===== config.mk =====
export PLATFORM = sky130hd
export DESIGN_NAME = countdown_timer_controller_top
export DESIGN_NICKNAME = d
export VERILOG_FILES = /design/src/design/cdt_pkg.sv /design/src/design/cdt_fsm.sv /design/src/design/countdown_timer_controller_top.sv
export SDC_FILE = /design/constraint.sdc
export NUM_CORES = 1
export LEC_CHECK = 0
export BUFFER_PORTS_ARGS = -buffer_cell sky130_fd_sc_hd__buf_2
export CAP_MARGIN = 20
export CORE_MARGIN = 5
export CORE_UTILIZATION = 40
export CTS_CLUSTER_SIZE = 20
export DETAILED_ROUTE_END_ITERATION = 8
export SLEW_MARGIN = 20
export SYNTH_ARGS = -nofsm -noshare
export SYNTH_HDL_FRONTEND = slang
export SYNTH_SLANG_ARGS = --single-unit

===== constraint.sdc =====
create_clock -name clk_i -period 14.25 [get_ports clk_i]
set_input_delay 0.7125 -clock clk_i [delete_from_list [all_inputs] [get_ports clk_i]]
set_output_delay 0.7125 -clock clk_i [all_outputs]
set_load 0.005 [all_outputs]

===== src/design/cdt_pkg.sv =====
// shared types, codes and defaults of the countdown timer controller
package cdt_pkg;

  // default width of the set and elapsed time counters
  localparam int unsigned TIME_BITS_DEF = 16;

  // configuration register indexes
  localparam logic [1:0] CFG_STEP_SECONDS     = 2'd0;
  localparam logic [1:0] CFG_TICKS_PER_SECOND = 2'd1;
  localparam logic [1:0] CFG_STATS_HOLD_TICKS = 2'd2;
  localparam logic [1:0] CFG_BEEP_PHASE       = 2'd3;

  // configuration reset values
  localparam logic [7:0] STEP_SECONDS_RST     = 8'd60;
  localparam logic [7:0] TICKS_PER_SECOND_RST = 8'd10;
  localparam logic [7:0] STATS_HOLD_TICKS_RST = 8'd30;
  localparam logic [7:0] BEEP_PHASE_RST       = 8'd5;

  // mode codes
  localparam logic [2:0] MODE_IDLE  = 3'd0;
  localparam logic [2:0] MODE_SET   = 3'd1;
  localparam logic [2:0] MODE_COUNT = 3'd2;
  localparam logic [2:0] MODE_PAUSE = 3'd3;
  localparam logic [2:0] MODE_STATS = 3'd4;

  // event codes
  localparam logic [2:0] ACT_INC   = 3'd0;
  localparam logic [2:0] ACT_DEC   = 3'd1;
  localparam logic [2:0] ACT_TICK  = 3'd2;
  localparam logic [2:0] ACT_START = 3'd3;
  localparam logic [2:0] ACT_ABORT = 3'd4;

  // event outcome
  typedef enum logic [1:0] {
    ST_IGNORED = 2'd0,
    ST_HANDLED = 2'd1,
    ST_TRANS   = 2'd2
  } status_e;

  // message codes
  localparam logic [1:0] MSG_NONE       = 2'd0;
  localparam logic [1:0] MSG_SET_TIME   = 2'd1;
  localparam logic [1:0] MSG_PRODUCTIVE = 2'd2;
  localparam logic [1:0] MSG_PAUSED     = 2'd3;

  // register width
  localparam int unsigned CFG_DATA_BITS = 8;
  localparam int unsigned CFG_INDEX_BITS = 2;

  typedef struct packed {
    logic [2:0] action;
    logic [7:0] subsecond;
  } in_item_t;

  typedef struct packed {
    logic [2:0]  mode;
    logic [1:0]  status;
    logic        clear_display;
    logic        show_time;
    logic [31:0] time_value;
    logic [1:0]  message;
    logic        beep;
  } out_item_t;

  typedef struct packed {
    logic [7:0] step_seconds;
    logic [7:0] ticks_per_second;
    logic [7:0] stats_hold_ticks;
    logic [7:0] beep_phase;
  } cfg_t;

endpackage


===== src/design/cdt_fsm.sv =====
// mode state machine with timer state, exit and entry actions per item
module cdt_fsm #(
  parameter int unsigned TIME_BITS = cdt_pkg::TIME_BITS_DEF
) (
  input  logic              clk_i,
  input  logic              rst_ni,
  input  cdt_pkg::cfg_t     cfg_i,
  input  logic              item_en_i,
  input  cdt_pkg::in_item_t item_i,
  output cdt_pkg::out_item_t result_o
);
  import cdt_pkg::*;

  logic [2:0]           mode_q, mode_d;
  logic [TIME_BITS-1:0] set_q, set_d;
  logic [TIME_BITS-1:0] elapsed_q, elapsed_d;
  logic [31:0]          prod_q, prod_d;
  logic [7:0]           cprescale_q, cprescale_d;
  logic [7:0]           sprescale_q, sprescale_d;

  logic [TIME_BITS:0]   step_w;
  logic [TIME_BITS:0]   set_sum;
  logic                 inc_ok;
  logic                 dec_ok;
  logic [TIME_BITS-1:0] set_diff;
  logic [7:0]           cpre_inc;
  logic [7:0]           spre_inc;
  logic [32:0]          prod_sum;
  status_e              status;
  logic                 clr;
  logic                 show;
  logic [31:0]          tval;
  logic [1:0]           msg;
  logic                 beep;
  logic [TIME_BITS-1:0] set_tick;

  // shared arithmetic on the stored time
  assign step_w   = (TIME_BITS+1)'(cfg_i.step_seconds);
  assign set_sum  = {1'b0, set_q} + step_w;
  assign inc_ok   = ~set_sum[TIME_BITS];
  assign dec_ok   = ({1'b0, set_q} >= step_w);
  assign set_diff = set_q - step_w[TIME_BITS-1:0];
  assign cpre_inc = cprescale_q + 8'd1;
  assign spre_inc = sprescale_q + 8'd1;
  assign set_tick = (set_q == '0) ? '0 : set_q - 1'b1;

  // event handling, then exit and entry actions on a transition
  always_comb begin
    mode_d      = mode_q;
    set_d       = set_q;
    elapsed_d   = elapsed_q;
    prod_d      = prod_q;
    cprescale_d = cprescale_q;
    sprescale_d = sprescale_q;
    status      = ST_IGNORED;
    clr         = 1'b0;
    show        = 1'b0;
    tval        = '0;
    msg         = MSG_NONE;
    beep        = 1'b0;
    prod_sum    = '0;

    case (mode_q)
      MODE_SET: begin
        if (item_i.action == ACT_INC) begin
          if (inc_ok) begin
            set_d  = set_sum[TIME_BITS-1:0];
            show   = 1'b1;
            tval   = 32'(set_sum[TIME_BITS-1:0]);
            status = ST_HANDLED;
          end
        end else if (item_i.action == ACT_DEC) begin
          if (dec_ok) begin
            set_d  = set_diff;
            show   = 1'b1;
            tval   = 32'(set_diff);
            status = ST_HANDLED;
          end
        end else if (item_i.action == ACT_START) begin
          if (dec_ok) begin
            mode_d = MODE_COUNT;
            status = ST_TRANS;
          end
        end else if (item_i.action == ACT_ABORT) begin
          mode_d = MODE_IDLE;
          status = ST_TRANS;
        end
      end
      MODE_COUNT: begin
        if (item_i.action == ACT_TICK) begin
          if (cpre_inc == cfg_i.ticks_per_second) begin
            cprescale_d = '0;
            set_d       = set_tick;
            if (elapsed_q != '1) begin
              elapsed_d = elapsed_q + 1'b1;
            end
            show = 1'b1;
            tval = 32'(set_tick);
            if (set_tick == '0) begin
              mode_d = MODE_IDLE;
              status = ST_TRANS;
            end else begin
              status = ST_HANDLED;
            end
          end else begin
            cprescale_d = cpre_inc;
          end
        end else if (item_i.action == ACT_START) begin
          mode_d = MODE_PAUSE;
          status = ST_TRANS;
        end else if (item_i.action == ACT_ABORT) begin
          mode_d = MODE_IDLE;
          status = ST_TRANS;
        end
      end
      MODE_PAUSE: begin
        if (item_i.action == ACT_INC) begin
          if (inc_ok) begin
            set_d  = set_sum[TIME_BITS-1:0];
            mode_d = MODE_SET;
            status = ST_TRANS;
          end
        end else if (item_i.action == ACT_DEC) begin
          if (dec_ok) begin
            set_d  = set_diff;
            mode_d = MODE_SET;
            status = ST_TRANS;
          end
        end else if (item_i.action == ACT_START) begin
          mode_d = MODE_COUNT;
          status = ST_TRANS;
        end else if (item_i.action == ACT_ABORT) begin
          mode_d = MODE_IDLE;
          status = ST_TRANS;
        end
      end
      MODE_STATS: begin
        if (item_i.action == ACT_TICK) begin
          if (spre_inc == cfg_i.stats_hold_ticks) begin
            sprescale_d = '0;
            mode_d      = MODE_IDLE;
            status      = ST_TRANS;
          end else begin
            sprescale_d = spre_inc;
          end
        end
      end
      default: begin
        // idle, and any unused code behaves as idle
        if (item_i.action == ACT_INC) begin
          if (inc_ok) begin
            set_d  = set_sum[TIME_BITS-1:0];
            mode_d = MODE_SET;
            status = ST_TRANS;
          end
        end else if (item_i.action == ACT_TICK) begin
          if (item_i.subsecond == cfg_i.beep_phase) begin
            beep   = 1'b1;
            status = ST_HANDLED;
          end
        end else if (item_i.action == ACT_START) begin
          mode_d = MODE_STATS;
          status = ST_TRANS;
        end
      end
    endcase

    if (status == ST_TRANS) begin
      // exit action of the old mode
      if (mode_q == MODE_COUNT) begin
        prod_sum  = {1'b0, prod_q} + 33'(elapsed_d);
        prod_d    = prod_sum[32] ? '1 : prod_sum[31:0];
        elapsed_d = '0;
      end else begin
        clr  = 1'b1;
        show = 1'b0;
        tval = '0;
      end
      // entry action of the new mode
      case (mode_d)
        MODE_SET: begin
          show = 1'b1;
          tval = 32'(set_d);
        end
        MODE_PAUSE: begin
          msg = MSG_PAUSED;
        end
        MODE_STATS: begin
          show = 1'b1;
          tval = prod_d;
          msg  = MSG_PRODUCTIVE;
        end
        MODE_IDLE: begin
          set_d     = '0;
          elapsed_d = '0;
          show      = 1'b1;
          tval      = '0;
          msg       = MSG_SET_TIME;
        end
        default: begin
          msg = MSG_NONE;
        end
      endcase
    end
  end

  // result of the current item
  always_comb begin
    result_o.mode          = mode_d;
    result_o.status        = status;
    result_o.clear_display = clr;
    result_o.show_time     = show;
    result_o.time_value    = show ? tval : 32'd0;
    result_o.message       = msg;
    result_o.beep          = beep;
  end

  // timer state, updated once per item
  always_ff @(posedge clk_i or negedge rst_ni) begin
    if (!rst_ni) begin
      mode_q      <= MODE_IDLE;
      set_q       <= '0;
      elapsed_q   <= '0;
      prod_q      <= '0;
      cprescale_q <= '0;
      sprescale_q <= '0;
    end else if (item_en_i) begin
      mode_q      <= mode_d;
      set_q       <= set_d;
      elapsed_q   <= elapsed_d;
      prod_q      <= prod_d;
      cprescale_q <= cprescale_d;
      sprescale_q <= sprescale_d;
    end
  end

endmodule


===== src/design/countdown_timer_controller_top.sv =====
// top level of the countdown timer controller: config registers, item and result registers
// Countdown timer controller. Each input item is one event (increment, decrement, tick,
// start/pause, abort) and gives exactly one result item: the mode after the event, its
// outcome, display clear, time shown, message code and beep. One item is accepted every
// clock cycle unless the input stalls. An accepted item is held in the input register and
// its result is loaded into the result register when the item advances, which needs the
// result register empty or not stalled, and is then offered on the output. Stalling the output
// holds the result register, and the input stalls only when both registers are full.
// Configuration writes (step seconds, ticks per second, stats hold ticks, beep phase) are
// to be made while no item is in flight. TIME_BITS sets the width of the set and elapsed
// time.
module countdown_timer_controller_top #(
  parameter int unsigned TIME_BITS = cdt_pkg::TIME_BITS_DEF
) (
  input  logic                                 clk_i,
  input  logic                                 rst_ni,
  input  logic                                 cfg_we_i,
  input  logic [cdt_pkg::CFG_INDEX_BITS-1:0]   cfg_index_i,
  input  logic [cdt_pkg::CFG_DATA_BITS-1:0]    cfg_wdata_i,
  input  logic                                 in_valid_i,
  output logic                                 in_stall_o,
  input  cdt_pkg::in_item_t                    in_item_i,
  output logic                                 out_valid_o,
  input  logic                                 out_stall_i,
  output cdt_pkg::out_item_t                   out_item_o
);
  import cdt_pkg::*;

  cfg_t      cfg_q;
  logic      in_valid_q;
  in_item_t  in_item_q;
  logic      out_valid_q;
  out_item_t out_item_q;
  out_item_t result;
  logic      advance;
  logic      accept;

  // configuration registers
  always_ff @(posedge clk_i or negedge rst_ni) begin
    if (!rst_ni) begin
      cfg_q.step_seconds     <= STEP_SECONDS_RST;
      cfg_q.ticks_per_second <= TICKS_PER_SECOND_RST;
      cfg_q.stats_hold_ticks <= STATS_HOLD_TICKS_RST;
      cfg_q.beep_phase       <= BEEP_PHASE_RST;
    end else if (cfg_we_i) begin
      case (cfg_index_i)
        CFG_STEP_SECONDS:     cfg_q.step_seconds     <= cfg_wdata_i;
        CFG_TICKS_PER_SECOND: cfg_q.ticks_per_second <= cfg_wdata_i;
        CFG_STATS_HOLD_TICKS: cfg_q.stats_hold_ticks <= cfg_wdata_i;
        CFG_BEEP_PHASE:       cfg_q.beep_phase       <= cfg_wdata_i;
        default:              cfg_q                  <= cfg_q;
      endcase
    end
  end

  // pipeline handshake
  assign advance    = in_valid_q & (~out_valid_q | ~out_stall_i);
  assign in_stall_o = in_valid_q & ~advance;
  assign accept     = in_valid_i & ~in_stall_o;

  // input item register
  always_ff @(posedge clk_i or negedge rst_ni) begin
    if (!rst_ni) begin
      in_valid_q <= 1'b0;
    end else if (accept) begin
      in_valid_q <= 1'b1;
    end else if (advance) begin
      in_valid_q <= 1'b0;
    end
  end

  always_ff @(posedge clk_i) begin
    if (accept) begin
      in_item_q <= in_item_i;
    end
  end

  // state machine on the registered item
  cdt_fsm #(
    .TIME_BITS (TIME_BITS)
  ) u_fsm (
    .clk_i     (clk_i),
    .rst_ni    (rst_ni),
    .cfg_i     (cfg_q),
    .item_en_i (advance),
    .item_i    (in_item_q),
    .result_o  (result)
  );

  // result register
  always_ff @(posedge clk_i or negedge rst_ni) begin
    if (!rst_ni) begin
      out_valid_q <= 1'b0;
    end else if (advance) begin
      out_valid_q <= 1'b1;
    end else if (~out_stall_i) begin
      out_valid_q <= 1'b0;
    end
  end

  always_ff @(posedge clk_i) begin
    if (advance) begin
      out_item_q <= result;
    end
  end

  assign out_valid_o = out_valid_q;
  assign out_item_o  = out_item_q;

endmodule

==> key figures <==
Placed design
  – Pre-CTS WS: 8.01 ns
  – RD Place Congestion: 0.951
  – DPL Wire Length: 27800 um
  – # port buffers: 69

Route
  – Vias: 11400
  – Detailed Route WL: 38000 um
  – Initial DRC Count: 1374
  – Antenna viol nets, final: 0
  – Routed len/inst: 20.4 um
  – TritonRoute pass-1 iters: 6
  – Vias/cell: 6.12
  – DRC viols: 0

Outcome
  – Status: completed

Yosys
  – Yosys top cell area share: 21.2%
  – Mux share of post-synthesis cell area: 3.82%
  – Post-Syn Area: 12400 um^2
  – Fraction of synthesized cell area in xor and xnor cells: 6.01%
  – Top-count cell post-synth: nand2_1
  – Syn_area_per_cell: 8.68 um^2
  – Post-synth top cells: nand2_1 (135), nor2_1 (128), dfrtp_1 (105), o21ai_0 (105), a21oi_1 (100)
  – Synth Net Count: 1493
  – Sequential element share of the synthesized area: 36.6%
  – Main combinational cell family by area after synthesis: compound AO/OA/AOI/OAI gates
  – Register bit count reported by yosys: 170
  – Synth Area in Simple Gates: 21.1%
  – Post-synthesis adder-cell area fraction: 4.22%
  – Gate Count Post-Synth: 1427
  – Synth top area cells: dfrtp_1 (21%), edfxtp_1 (13%), o21ai_0 (4.2%)
  – Asr flop ratio synth: 68.8%
  – Compound-gate portion of the synthesized area: 23.8%
  – Post-synth EDFFs: 53
  – Cell variety after synth: 103
  – Main synth FF type: dfrtp_1
  – YS warnings: 0
  – Post-synth top area cell: dfrtp_1

Cells and area
  – Fill cells: 2988
  – Proportion of layout cells with a drive suffix above 1: 14.6%
  – N_diodes: 0
  – FF/Latch Area: 4530 um^2
  – Final net count: 1521
  – Area grow syn2layout: 9.71%
  – Area of the multi-input gates: 7300 um^2

Clock tree
  – H-tree Lvls: 4
  – CTS tree: done
  – Post-CTS setup buffers: 0
  – Clock root cell: clkbuf_16
  – Skew-Pair Late Insertion Delay: 0.44 ns
  – Clk slew on worst S/H paths: 0.08 ns
  – CTS resizes: 0
  – Clock buffer depth: 2
  – Num CTS Buffers: 17
  – Number of clock sinks: 170
  – CTS Hold Bufs: 0

Floorplanning
  – Die area: 34600 um^2
  – Initial Utilization: 40.5%
  – Die height: 186 um
  – Die extent in x: 186 um
  – I/O pins: 70
  – Core Rows: 64
  – Placeable Area: 30600 um^2

Timing
  – Setup_tns: 0 ns
  – Slew HR: 31.0%
  – RSZ-0062 raised after global routing: no
  – Hold Vio Cnt, Final: 0
  – Setup Skew: 0.0136 ns
  – Max Fclk: 159 MHz
  – Final worst setup slack: 7.96 ns
  – Min Tclk post-route: 6.29 ns
  – Crit share post-route: 44.1%
  – Max-slew violations: 0
  – Worst hold margin: 0.384 ns
  – Worst-Margin Slew: 1.04 ns
  – Endpoints failing setup: 0

Worst setup path
  – Setup Crit Path Kind: reg -> reg
  – Arr. time, crit path: 6.45 ns
  – R2R cell count: 17
  – Crit start category: flip-flop
  – Worst EP required: 14.41 ns
  – R2r setup slk: 7.96 ns
  – Crit end category: flip-flop
  – R2R Path Start: u_fsm.cprescale_q[0]$_DFFE_PN0P_
  – Worst-path maximum fanout: 29
  – FF-to-FF End: out_item_o[17]$_SDFFCE_PN0P_

Power
  – Clock power share: 17.3%
  – Sequential Power Share: 28.9%
  – Int Power: 0.00138 W
  – Comb pwr share: 53.7%
  – Total Power: 0.00267 W
  – Worst VDD drop: 105 uV
  – Switching power: 0.00128 W
  – Sw Share: 48.1%
  – Leak: 5.35 nW
  – Power density cells: 196 nW/um^2

GRT
  – Pin count of the biggest net entering global routing: 66
  – Overflow after GRT: 0
  – Met3 usage: 3.48%
  – First-pass GRT wire length: 60300 um
  – Initial antenna violation count: 1
  – GRT Max-Usage Layer: met2
  – GRT Resource Usage Total: 22.1%
  – Met2 usage: 33.8%
  – Routing usage on met1: 32.3%
  – Vias in the first global route: 10700

Worst hold path
  – Hold crit path type: in -> async

Job
  – Max-cap violation count: 0
==> how the worst max path moves through the flow <==
stage,start,endpoint,slack [ns],depth (start not counted)
2_1_floorplan,u_fsm.cprescale_q[0]$_DFFE_PN0P_,out_item_o[33]$_SDFFCE_PN0P_,9.23,20
3_3_place_gp,u_fsm.cprescale_q[0]$_DFFE_PN0P_,out_item_o[17]$_SDFFCE_PN0P_,8.21,17
3_5_place_dp,u_fsm.cprescale_q[0]$_DFFE_PN0P_,out_item_o[17]$_SDFFCE_PN0P_,8.01,17
4_1_cts,u_fsm.cprescale_q[0]$_DFFE_PN0P_,out_item_o[17]$_SDFFCE_PN0P_,7.98,17
5_1_grt,u_fsm.cprescale_q[0]$_DFFE_PN0P_,out_item_o[17]$_SDFFCE_PN0P_,7.30,17
6_report,u_fsm.cprescale_q[0]$_DFFE_PN0P_,out_item_o[17]$_SDFFCE_PN0P_,7.96,17
==> flip-flops by register name, indices dropped and copies added (netlist names) <==
signal / cells
out_item_o: 42
u_fsm.mode_q: 3
u_fsm.elapsed_q: 16
cfg_q: 32
in_item_q: 11
u_fsm.set_q: 16
in_valid_q: 1
out_valid_o: 1
u_fsm.prod_q: 32
u_fsm.sprescale_q: 8
u_fsm.cprescale_q: 8
==> worst max-delay path: stages, from the launching register on <==
cell and delay, ns:
dfrtp_1 0.45, ha_1 0.30, nand3_2 0.16, or3_1 0.41, a21oi_1 0.24, o22ai_2 0.17
nor3_1 0.59, o211ai_1 0.37, nor2_1 0.22, xor2_1 0.18, ha_1 0.31, a2111oi_0 0.72
a211o_1 0.28, a21oi_1 0.11, o21ai_0 0.24, a21o_1 0.85, o211a_1 0.32, o221ai_2 0.10
==> metrics by stage <==
stage | utilization [%] | area (um^2) | cells
6_report | 44.4 | 13600 | 1864
5_1_grt | 44.4 | 13600 | 1864
4_1_cts | 44.4 | 13600 | 1864
3_5_place_dp | 42.6 | 13000 | 1832
3_3_place_gp | 42.6 | 13000 | 1832
2_1_floorplan | - | 12400 | 1427
==> cell families (layout without fill, tap and decap cells) <==
group,after synthesis,in the layout
fa+ha+maj,40,40
compound gates,441,441
buf+inv,134,175
simple gates,514,514
mux,43,43
flops,170,170
xor+xnor,85,85
==> routing by layer <==
layer | vias to the layer above | share of wire [%]
met5 | - | 0.024
met4 | 2 | 2.6
met3 | 81 | 7.1
met2 | 474 | 45
met1 | 5520 | 45
li1 | 5328 | -
==> power by group through the flow <==
stage | registers (W) | clock network [W] | logic (W)
global placement | 0.000772 | 0 | 0.00139
finish | 0.000771 | 0.000463 | 0.00143
detailed placement | 0.000774 | 0 | 0.00140
floorplan | 0.000695 | 0 | 0.00106
CTS | 0.000766 | 0.000473 | 0.00141
global route | 0.000784 | 0.000496 | 0.00156
==> layout by cell type (no fill, tap or decap), types with 6 or more instances in the layout <==
cell       count
a211o_1        6
a211oi_1      20
a21o_1        17
a21oi_1      100
a22oi_1        6
a31oi_1       38
and2_1        13
and3_1        23
and4_1         8
buf_2         68
buf_4         19
clkbuf_16     17
dfrtp_1      105
dfstp_2       12
edfxtp_1      53
ha_1          37
inv_1         54
mux2_2        33
mux2i_1        9
nand2_1      135
nand2b_1      17
nand3_1       46
nand4_1       11
nor2_1       128
nor2b_1       12
nor3_1        47
nor4_1        13
o211ai_1      16
o211ai_2       6
o21a_1        11
o21ai_0      105
o22ai_1       17
o31ai_1       11
or2_2          9
or3_1         12
xnor2_1       57
xor2_1        28
==> final cells by class <==
cell class / instances / share of cell area, %
clock buffers: 18 / 3.16
clock inverters: 14 / 1.00
inverters: 56 / 1.55
multi-input cells: 1123 / 53.7
flip-flops and latches: 170 / 33.4
well taps: 396 / 3.65
repair buffers: 87 / 3.55
No activity file was read; power rests on OpenSTA's default activity.
